## src/sv/ghh_pkg.sv

```systemverilog
`timescale 1ns / 1ps
// ----------------------------------------------------------------------------
// ghh_pkg
// Shared types and constants of the golden-ratio hue to RGB color generator.
// ----------------------------------------------------------------------------
`default_nettype none

package ghh_pkg;

  // Fraction bits of hue, f, saturation, value and the levels
  localparam int FRAC_BITS = 16;
  localparam int HUE_W     = 16;
  localparam int CFG_W     = 17;
  localparam int CFG_IDX_W = 2;
  localparam int CH_W      = 8;
  localparam int LVL_W     = FRAC_BITS + 1;
  localparam int PROD_W    = 2 * LVL_W;
  localparam int H6_W      = FRAC_BITS + 3;
  localparam int SEC_W     = 3;

  typedef logic [FRAC_BITS-1:0] frac_t;
  typedef logic [LVL_W-1:0]     level_t;
  typedef logic [PROD_W-1:0]    prod_t;
  typedef logic [SEC_W-1:0]     sector_t;
  typedef logic [CH_W-1:0]      chan_t;

  localparam level_t ONE_LEVEL = level_t'(1) << FRAC_BITS;

  // Golden-ratio conjugate in 0.32 format, rounded to FRAC_BITS bits
  localparam logic [63:0] GOLD_Q32 = 64'd2654435769;
  localparam frac_t GOLD_STEP =
      frac_t'((GOLD_Q32 + (64'd1 << (31 - FRAC_BITS))) >> (32 - FRAC_BITS));

  // Configuration register indexes
  localparam logic [CFG_IDX_W-1:0] REG_SAT    = CFG_IDX_W'(0);
  localparam logic [CFG_IDX_W-1:0] REG_BRIGHT = CFG_IDX_W'(1);

  // Hue sectors
  localparam sector_t SEC_RED_YEL = 3'd0;
  localparam sector_t SEC_YEL_GRN = 3'd1;
  localparam sector_t SEC_GRN_CYA = 3'd2;
  localparam sector_t SEC_CYA_BLU = 3'd3;
  localparam sector_t SEC_BLU_MAG = 3'd4;
  localparam sector_t SEC_MAG_RED = 3'd5;

  typedef struct packed {
    sector_t sector;
    frac_t   frac;
  } hue_t;

  typedef struct packed {
    sector_t sector;
    level_t  p;
    level_t  q;
    level_t  t;
  } lvl_set_t;

  typedef struct packed {
    chan_t red;
    chan_t green;
    chan_t blue;
  } rgb_t;

endpackage

`default_nettype wire

```

## src/sv/ghh_cfg_regs.sv

```systemverilog
`timescale 1ns / 1ps
// ----------------------------------------------------------------------------
// ghh_cfg_regs
// Saturation and value registers; writes above one saturate to one.
// ----------------------------------------------------------------------------
`default_nettype none

module ghh_cfg_regs (
  input  wire logic                          clk_i,
  input  wire logic                          rst_ni,
  input  wire logic                          cfg_we_i,
  input  wire logic [ghh_pkg::CFG_IDX_W-1:0] cfg_idx_i,
  input  wire logic [ghh_pkg::CFG_W-1:0]     cfg_wdata_i,
  output ghh_pkg::level_t                    sat_o,
  output ghh_pkg::level_t                    bright_o
);

  ghh_pkg::level_t sat_q, sat_d;
  ghh_pkg::level_t bright_q, bright_d;
  ghh_pkg::level_t wval;

  always_comb begin
    if (32'(cfg_wdata_i) > 32'(ghh_pkg::ONE_LEVEL)) begin
      wval = ghh_pkg::ONE_LEVEL;
    end else begin
      wval = ghh_pkg::level_t'(cfg_wdata_i);
    end
    sat_d    = sat_q;
    bright_d = bright_q;
    if (cfg_we_i) begin
      if (cfg_idx_i == ghh_pkg::REG_SAT) begin
        sat_d = wval;
      end else if (cfg_idx_i == ghh_pkg::REG_BRIGHT) begin
        bright_d = wval;
      end
    end
  end

  always_ff @(posedge clk_i or negedge rst_ni) begin
    if (!rst_ni) begin
      sat_q    <= ghh_pkg::ONE_LEVEL;
      bright_q <= ghh_pkg::ONE_LEVEL;
    end else begin
      sat_q    <= sat_d;
      bright_q <= bright_d;
    end
  end

  assign sat_o    = sat_q;
  assign bright_o = bright_q;

endmodule

`default_nettype wire

```

## src/sv/ghh_sector.sv

```systemverilog
`timescale 1ns / 1ps
// ----------------------------------------------------------------------------
// ghh_sector
// Stage 1: add the golden step modulo one, split hue*6 into sector and f.
// ----------------------------------------------------------------------------
`default_nettype none

module ghh_sector (
  input  wire logic                      clk_i,
  input  wire logic                      rst_ni,
  input  wire logic                      valid_i,
  output logic                           stall_o,
  input  wire logic [ghh_pkg::HUE_W-1:0] hue_i,
  output logic                           valid_o,
  input  wire logic                      stall_i,
  output ghh_pkg::hue_t                  data_o
);

  logic valid_q, valid_d;
  logic en;
  ghh_pkg::hue_t data_q, data_d;
  ghh_pkg::frac_t hue;
  logic [ghh_pkg::H6_W-1:0] h6;

  assign en = !valid_q || !stall_i;

  always_comb begin
    // bits above the fraction drop out here, the sum wraps modulo one
    hue = ghh_pkg::frac_t'(hue_i) + ghh_pkg::GOLD_STEP;
    h6  = (ghh_pkg::H6_W'(hue) << 2) + (ghh_pkg::H6_W'(hue) << 1);
    data_d.sector = h6[ghh_pkg::H6_W-1:ghh_pkg::FRAC_BITS];
    data_d.frac   = h6[ghh_pkg::FRAC_BITS-1:0];
    valid_d = en ? valid_i : valid_q;
  end

  always_ff @(posedge clk_i or negedge rst_ni) begin
    if (!rst_ni) begin
      valid_q <= 1'b0;
    end else begin
      valid_q <= valid_d;
    end
  end

  always_ff @(posedge clk_i) begin
    if (en) begin
      data_q <= data_d;
    end
  end

  assign stall_o = !en;
  assign valid_o = valid_q;
  assign data_o  = data_q;

endmodule

`default_nettype wire

```

## src/sv/ghh_level.sv

```systemverilog
`timescale 1ns / 1ps
// ----------------------------------------------------------------------------
// ghh_level
// Stages 2 and 3: scale f and 1-f by saturation and form p, then form q and t.
// ----------------------------------------------------------------------------
`default_nettype none

module ghh_level (
  input  wire logic      clk_i,
  input  wire logic      rst_ni,
  input  wire ghh_pkg::level_t sat_i,
  input  wire ghh_pkg::level_t bright_i,
  input  wire logic      valid_i,
  output logic           stall_o,
  input  wire ghh_pkg::hue_t  data_i,
  output logic           valid_o,
  input  wire logic      stall_i,
  output ghh_pkg::lvl_set_t data_o
);

  // stage 2 holds sector, f*S, (1-f)*S and p
  logic v2_q, v2_d;
  logic v3_q, v3_d;
  logic en2, en3;
  ghh_pkg::sector_t sec2_q;
  ghh_pkg::level_t  fs2_q, gs2_q, p2_q;
  ghh_pkg::level_t  fs2_d, gs2_d, p2_d;
  ghh_pkg::prod_t   prod_fs, prod_gs, prod_p, prod_q, prod_t;
  ghh_pkg::lvl_set_t data3_q, data3_d;

  assign en3 = !v3_q || !stall_i;
  assign en2 = !v2_q || en3;

  always_comb begin
    prod_fs = ghh_pkg::prod_t'(data_i.frac) * ghh_pkg::prod_t'(sat_i);
    prod_gs = ghh_pkg::prod_t'(ghh_pkg::ONE_LEVEL - ghh_pkg::level_t'(data_i.frac))
            * ghh_pkg::prod_t'(sat_i);
    prod_p  = ghh_pkg::prod_t'(bright_i)
            * ghh_pkg::prod_t'(ghh_pkg::ONE_LEVEL - sat_i);
    fs2_d = ghh_pkg::level_t'(prod_fs >> ghh_pkg::FRAC_BITS);
    gs2_d = ghh_pkg::level_t'(prod_gs >> ghh_pkg::FRAC_BITS);
    p2_d  = ghh_pkg::level_t'(prod_p >> ghh_pkg::FRAC_BITS);
    v2_d  = en2 ? valid_i : v2_q;

    prod_q = ghh_pkg::prod_t'(bright_i) * ghh_pkg::prod_t'(ghh_pkg::ONE_LEVEL - fs2_q);
    prod_t = ghh_pkg::prod_t'(bright_i) * ghh_pkg::prod_t'(ghh_pkg::ONE_LEVEL - gs2_q);
    data3_d.sector = sec2_q;
    data3_d.p      = p2_q;
    data3_d.q      = ghh_pkg::level_t'(prod_q >> ghh_pkg::FRAC_BITS);
    data3_d.t      = ghh_pkg::level_t'(prod_t >> ghh_pkg::FRAC_BITS);
    v3_d = en3 ? v2_q : v3_q;
  end

  always_ff @(posedge clk_i or negedge rst_ni) begin
    if (!rst_ni) begin
      v2_q <= 1'b0;
      v3_q <= 1'b0;
    end else begin
      v2_q <= v2_d;
      v3_q <= v3_d;
    end
  end

  always_ff @(posedge clk_i) begin
    if (en2) begin
      sec2_q <= data_i.sector;
      fs2_q  <= fs2_d;
      gs2_q  <= gs2_d;
      p2_q   <= p2_d;
    end
    if (en3) begin
      data3_q <= data3_d;
    end
  end

  assign stall_o = !en2;
  assign valid_o = v3_q;
  assign data_o  = data3_q;

endmodule

`default_nettype wire

```

## src/sv/ghh_color.sv

```systemverilog
`timescale 1ns / 1ps
// ----------------------------------------------------------------------------
// ghh_color
// Stage 4: pick the level per channel by sector and scale it to 8 bits.
// ----------------------------------------------------------------------------
`default_nettype none

module ghh_color (
  input  wire logic        clk_i,
  input  wire logic        rst_ni,
  input  wire ghh_pkg::level_t  bright_i,
  input  wire logic        valid_i,
  output logic             stall_o,
  input  wire ghh_pkg::lvl_set_t data_i,
  output logic             valid_o,
  input  wire logic        stall_i,
  output ghh_pkg::rgb_t    data_o
);

  localparam int CW_W = ghh_pkg::LVL_W + 8;

  logic valid_q, valid_d;
  logic en;
  ghh_pkg::level_t r_lvl, g_lvl, b_lvl;
  ghh_pkg::rgb_t data_q, data_d;

  function automatic ghh_pkg::chan_t to_chan(input ghh_pkg::level_t lvl);
    logic [CW_W-1:0] x;
    x = (CW_W'(lvl) << 8) - CW_W'(lvl);
    return x[ghh_pkg::FRAC_BITS+7:ghh_pkg::FRAC_BITS];
  endfunction

  assign en = !valid_q || !stall_i;

  always_comb begin
    unique case (data_i.sector)
      ghh_pkg::SEC_RED_YEL: begin
        r_lvl = bright_i;   g_lvl = data_i.t;   b_lvl = data_i.p;
      end
      ghh_pkg::SEC_YEL_GRN: begin
        r_lvl = data_i.q;   g_lvl = bright_i;   b_lvl = data_i.p;
      end
      ghh_pkg::SEC_GRN_CYA: begin
        r_lvl = data_i.p;   g_lvl = bright_i;   b_lvl = data_i.t;
      end
      ghh_pkg::SEC_CYA_BLU: begin
        r_lvl = data_i.p;   g_lvl = data_i.q;   b_lvl = bright_i;
      end
      ghh_pkg::SEC_BLU_MAG: begin
        r_lvl = data_i.t;   g_lvl = data_i.p;   b_lvl = bright_i;
      end
      default: begin
        r_lvl = bright_i;   g_lvl = data_i.p;   b_lvl = data_i.q;
      end
    endcase
    data_d.red   = to_chan(r_lvl);
    data_d.green = to_chan(g_lvl);
    data_d.blue  = to_chan(b_lvl);
    valid_d = en ? valid_i : valid_q;
  end

  always_ff @(posedge clk_i or negedge rst_ni) begin
    if (!rst_ni) begin
      valid_q <= 1'b0;
    end else begin
      valid_q <= valid_d;
    end
  end

  always_ff @(posedge clk_i) begin
    if (en) begin
      data_q <= data_d;
    end
  end

  assign stall_o = !en;
  assign valid_o = valid_q;
  assign data_o  = data_q;

endmodule

`default_nettype wire

```

## src/sv/golden_hue_hsv_to_rgb_top.sv

```systemverilog
`timescale 1ns / 1ps
// ----------------------------------------------------------------------------
// golden_hue_hsv_to_rgb_top
// Golden-ratio hue step followed by HSV to 8-bit RGB conversion.
// ----------------------------------------------------------------------------
// Usage:
//   Input channel (in_valid_i / in_stall_o / random_hue_i) takes one random
//   hue per transfer; output channel (out_valid_o / out_stall_i / red_o,
//   green_o, blue_o) delivers exactly one color per input, in order.
//   Configuration: cfg_we_i writes cfg_wdata_i into saturation (index 0) or
//   value (index 1); values above one saturate to one, other indexes are
//   dropped. Write only while no transfer is in flight.
//   Throughput: one item per cycle while out_stall_i is low, set by the
//   four-stage chain (sector split, saturation products, p/q/t products,
//   channel scaling).
//   Each stage holds while the one after it is full and stalled; a stall on
//   the output reaches in_stall_o only once the pipeline is full.
//   Reset: valid bits clear, saturation and value return to one.
// ----------------------------------------------------------------------------
`default_nettype none

module golden_hue_hsv_to_rgb_top (
  input  wire logic                          clk_i,
  input  wire logic                          rst_ni,
  input  wire logic                          cfg_we_i,
  input  wire logic [ghh_pkg::CFG_IDX_W-1:0] cfg_idx_i,
  input  wire logic [ghh_pkg::CFG_W-1:0]     cfg_wdata_i,
  input  wire logic                          in_valid_i,
  output logic                               in_stall_o,
  input  wire logic [ghh_pkg::HUE_W-1:0]     random_hue_i,
  output logic                               out_valid_o,
  input  wire logic                          out_stall_i,
  output logic [ghh_pkg::CH_W-1:0]           red_o,
  output logic [ghh_pkg::CH_W-1:0]           green_o,
  output logic [ghh_pkg::CH_W-1:0]           blue_o
);

  ghh_pkg::level_t   sat, bright;
  logic              s1_valid, s1_stall;
  ghh_pkg::hue_t     s1_data;
  logic              s3_valid, s3_stall;
  ghh_pkg::lvl_set_t s3_data;
  ghh_pkg::rgb_t     rgb;

  ghh_cfg_regs u_cfg (
    .clk_i       (clk_i),
    .rst_ni      (rst_ni),
    .cfg_we_i    (cfg_we_i),
    .cfg_idx_i   (cfg_idx_i),
    .cfg_wdata_i (cfg_wdata_i),
    .sat_o       (sat),
    .bright_o    (bright)
  );

  ghh_sector u_sector (
    .clk_i   (clk_i),
    .rst_ni  (rst_ni),
    .valid_i (in_valid_i),
    .stall_o (in_stall_o),
    .hue_i   (random_hue_i),
    .valid_o (s1_valid),
    .stall_i (s1_stall),
    .data_o  (s1_data)
  );

  ghh_level u_level (
    .clk_i    (clk_i),
    .rst_ni   (rst_ni),
    .sat_i    (sat),
    .bright_i (bright),
    .valid_i  (s1_valid),
    .stall_o  (s1_stall),
    .data_i   (s1_data),
    .valid_o  (s3_valid),
    .stall_i  (s3_stall),
    .data_o   (s3_data)
  );

  ghh_color u_color (
    .clk_i    (clk_i),
    .rst_ni   (rst_ni),
    .bright_i (bright),
    .valid_i  (s3_valid),
    .stall_o  (s3_stall),
    .data_i   (s3_data),
    .valid_o  (out_valid_o),
    .stall_i  (out_stall_i),
    .data_o   (rgb)
  );

  assign red_o   = rgb.red;
  assign green_o = rgb.green;
  assign blue_o  = rgb.blue;

endmodule

`default_nettype wire

```

## config.mk

```make
export PLATFORM = sky130hd
export DESIGN_NAME = golden_hue_hsv_to_rgb_top
export DESIGN_NICKNAME = d
export VERILOG_FILES = /design/src/sv/ghh_pkg.sv /design/src/sv/ghh_cfg_regs.sv /design/src/sv/ghh_sector.sv /design/src/sv/ghh_level.sv /design/src/sv/ghh_color.sv /design/src/sv/golden_hue_hsv_to_rgb_top.sv
export SDC_FILE = /design/constraint.sdc
export NUM_CORES = 2
export LEC_CHECK = 0
export BUFFER_PORTS_ARGS = -buffer_cell sky130_fd_sc_hd__buf_2
export CORE_ASPECT_RATIO = 1.25
export CORE_UTILIZATION = 66
export DETAILED_ROUTE_END_ITERATION = 16
export PLACE_DENSITY = 0.93
export SYNTH_ARGS = -nofsm -noshare
export SYNTH_HDL_FRONTEND = slang
export SYNTH_SLANG_ARGS = --single-unit
```

## constraint.sdc

```tcl
create_clock -name clk_i -period 20.7 [get_ports clk_i]
set_input_delay 2.07 -clock clk_i [delete_from_list [all_inputs] [get_ports clk_i]]
set_output_delay 2.07 -clock clk_i [all_outputs]
set_load 0.1 [all_outputs]
```

==> run_results.csv <==
group,metric,value,unit
final_layout,finalNonFillerCells,7479,
global_routing,first_global_vias,52800,
synthesis,async_reset_ff_share,20.2,%
synthesis,synth.lib_cells_used.distinct,96,
run_status,violations_in_the_final_reports,"max-capacitance violations, max-slew violations",
place,hpwl,125,mm
global_routing,global_route.usage.total,40.0,%
clock_network,cts.repair_timing.setup_buffer_count,0,
drt,detail_route.vias_per_cell,6.24,
sta,post_route_fraction_of_the_period_consumed_by_the_critical_path,43.5,%
clock_network,clock_tree.buffer_depth,2,
sta,tightestPinTransition,1.54,ns
synthesis,ys.warnings.count,0,
place,port_buffers,65,
critical_path,critPathLaunch,"u_cfg.sat_o[4]$_DFFE_PN0P_",
place,dpl.cell_count,7444,
critical_path,critPathBufInv,5,
synthesis,synth_edf_count,150,
drt,dr_total_vias,46600,
worst_hold_path,min_path_type,"reg2reg",
critical_path,r2r-start,"u_cfg.sat_o[4]$_DFFE_PN0P_",
sta,layout_setup_ws,11.70,ns
synthesis,synth_top_cell_area_share,43.8,%
critical_path,delay_heaviest_family_cp,"adder cells",
critical_path,timing.critical_path.from_type,"flop",
global_routing,antenna_found_initial,6,
synthesis,synthDominantAreaCellType,"sky130_fd_sc_hd__fa_1",
sta,finalCriticalPeriod,9.00,ns
clock_network,htreeDepth,4,
clock_network,postCtsResizedCells,0,
drt,antenna_violating_nets_post_route,0,
worst_hold_path,worst_hold_startpoint,"u_level.sec2_q[2]$_DFFE_PP_",
floorplan,floorplan.die.width,268,µm
sta,skew,0.0273,ns
floorplan,num_io_pins,66,
sta,finalSetupTns,0,ns
critical_path,cp_max_fo,17,
synthesis,yosys_register_bits,188,
sta,final-max-slew-violation-count,3,
floorplan,placementRows,121,
critical_path,worstSetupPathType,"reg2reg",
synthesis,dominantRegCellSynth,"sky130_fd_sc_hd__edfxtp_1",
synthesis,netlist_area_pre_place,0.0583,mm²
global_routing,wire_length_of_the_first_global_routing_pass,272,mm
synthesis,postSynthCellCount,6415,
synthesis,mean_syn_cell_area,9.08,µm²
final_layout,final_net_count,8064,
drt,dr.first_iter.drc_count,4892,
drt,wl_per_cell,22.9,µm
sta,finalHoldViolCount,0,
final_layout,share_of_layout_cells_above_drive_strength_1,4.14,%
global_routing,grt_start_max_net_pins,87,
clock_network,cts_tree,"built",
sta,max_slew_margin,-3.77,%
synthesis,seq_area_frac_synth,9.37,%
critical_path,max_stage_delay,0.57,ns
synthesis,synth.area.top_cells,"sky130_fd_sc_hd__fa_1 (44%), sky130_fd_sc_hd__inv_1 (10%), sky130_fd_sc_hd__ha_1 (9.8%)",
final_layout,most-common-layout-cells,"sky130_fd_sc_hd__inv_1 (1560), sky130_fd_sc_hd__fa_1 (1274), sky130_fd_sc_hd__nand2_1 (957), sky130_fd_sc_hd__and2_1 (583), sky130_fd_sc_hd__ha_1 (455)",
place,gp_congestion,0.977,
place,pre_cts_slack,12.11,ns
critical_path,cp_common_cell,"sky130_fd_sc_hd__fa_1",
floorplan,floorplan.initialDensity,66.8,%
critical_path,timing.critical_path.to_type,"flop",
clock_network,cts_hold_buffers,0,
floorplan,die-area,0.0895,mm²
final_layout,layout_commonest_cell,"sky130_fd_sc_hd__inv_1",
sta,grt_setup_unrepaired,"no",
synthesis,mappedNetlistNets,8184,
clock_network,numCtsBuffers,17,
clock_network,worst_setup_hold_path_clk_slew,0.08,ns
sta,hold_ws,0.417,ns
sta,setup-violations-final,0,
drt,drt_wl_total,171,mm
job,max_capacitance_violation_total,1,
final_layout,layout-area-overhead-vs-synth,3.59,%
drt,drt-pass1-iter-count,10,
critical_path,cpMaxStageDelayCell,"sky130_fd_sc_hd__nor4_1",
run_status,outcome,"finished, violations left",
critical_path,cp.arrival,9.26,ns
sta,fmax,111,MHz
clock_network,clock-root-buffer,"sky130_fd_sc_hd__clkbuf_16",
floorplan,core_box_area,0.0872,mm²
critical_path,worstPathRequired,20.96,ns
floorplan,die_height,334,µm
clock_network,clkLatencyLatePin,0.54,ns
clock_network,numClockSinks,188,
global_routing,overflow,0,
drt,drc,0,
==> logic make-up (layout without fill, tap and decap cells) <==
family                     Yosys count  after routing  synth area share (%)
AOI/OAI and AO/OA                  429            429                  4.95
xor gates and xnor gates           228            228                  3.44
adders and majority gates         1736           1736                  53.7
buffers and inverters             1871           1764                  12.1
DFF                                188            188                  9.37
muxes                               12             12                 0.234
other                                0              3                     0
and+or+nand+nor                   1951           1951                  16.2
==> flip-flops by register name, indices dropped and copies added (netlist names), 3 cells and up <==
signal           cells
u_cfg.bright_o      17
u_level.gs2_q       17
u_level.sec2_q       3
u_level.p2_q        17
u_color.data_o      24
u_cfg.sat_o         17
u_level.data_o      54
u_sector.data_o     18
u_level.fs2_q       17
==> worst register-to-register path, delay by kind of cell (launching register included) <==
kind	cells	cell delay, ns
fa+ha+maj	7	3.34
compound gates	7	2.33
flops	1	0.40
buf+inv	5	0.49
xor+xnor	2	0.25
simple gates	7	1.94
==> synth_stat cells (all sizes together), types with 27 or more instances <==
cell,number
a21o,43
a21oi,92
and2,583
clkbuf,282
dfrtp,36
edfxtp,150
fa,1274
ha,455
inv,1563
nand2,958
nand2b,27
nand3,27
nor2,146
nor2b,31
nor3,63
o21a,36
o21ai,108
xnor2,165
xor2,63
==> final timing paths <==
path,cells past startpoint,slack (ns),to
worst max-delay path,28,11.70,u_level.p2_q[16]$_DFFE_PP_
worst min register to register,0,0.42,u_level.data_o[53]$_DFFE_PP_
min in group asynchronous,1,1.74,u_sector.valid_o$_DFFE_PN0N_
worst min-delay path,0,0.42,u_level.data_o[53]$_DFFE_PP_
max in group asynchronous,1,18.21,u_cfg.bright_o[7]$_DFFE_PN0P_
worst max register to register,28,11.70,u_level.p2_q[16]$_DFFE_PP_
==> per-stage QoR <==
step | instance area [µm²] | util, %
after floorplan | 58300 | -
after global placement | 59700 | 68.5
after detailed placement | 59700 | 68.5
after CTS | 60300 | 69.2
after global routing | 60300 | 69.2
final | 60400 | 69.2
==> layer usage <==
layer | GRT usage [%] | up-vias | wire (µm) | share of wire, %
met5 | 0 | - | 72 | 0.042
met4 | 31.1 | 10 | 15700 | 9.2
met3 | 11.9 | 1445 | 22700 | 13
met2 | 63.8 | 3834 | 79200 | 46
met1 | 44.8 | 22600 | 53200 | 31
li1 | - | 18800 | - | -
==> area by class of cell <==
type                            instances  area [µm²]
Antenna cell                            3        7.51
Clock buffer                           18         439
Clock inverter                         14         165
Fill cell                            5802       26800
Inverter                             1563        5870
Multi-Input combinational cell       4356       45800
Sequential cell                       188        5480
Tap cell                             1168        1460
Timing Repair Buffer                  169        1110
Power is not shown: default switching activity piles up to over one toggle a cycle in this logic, so the estimate is an artifact.
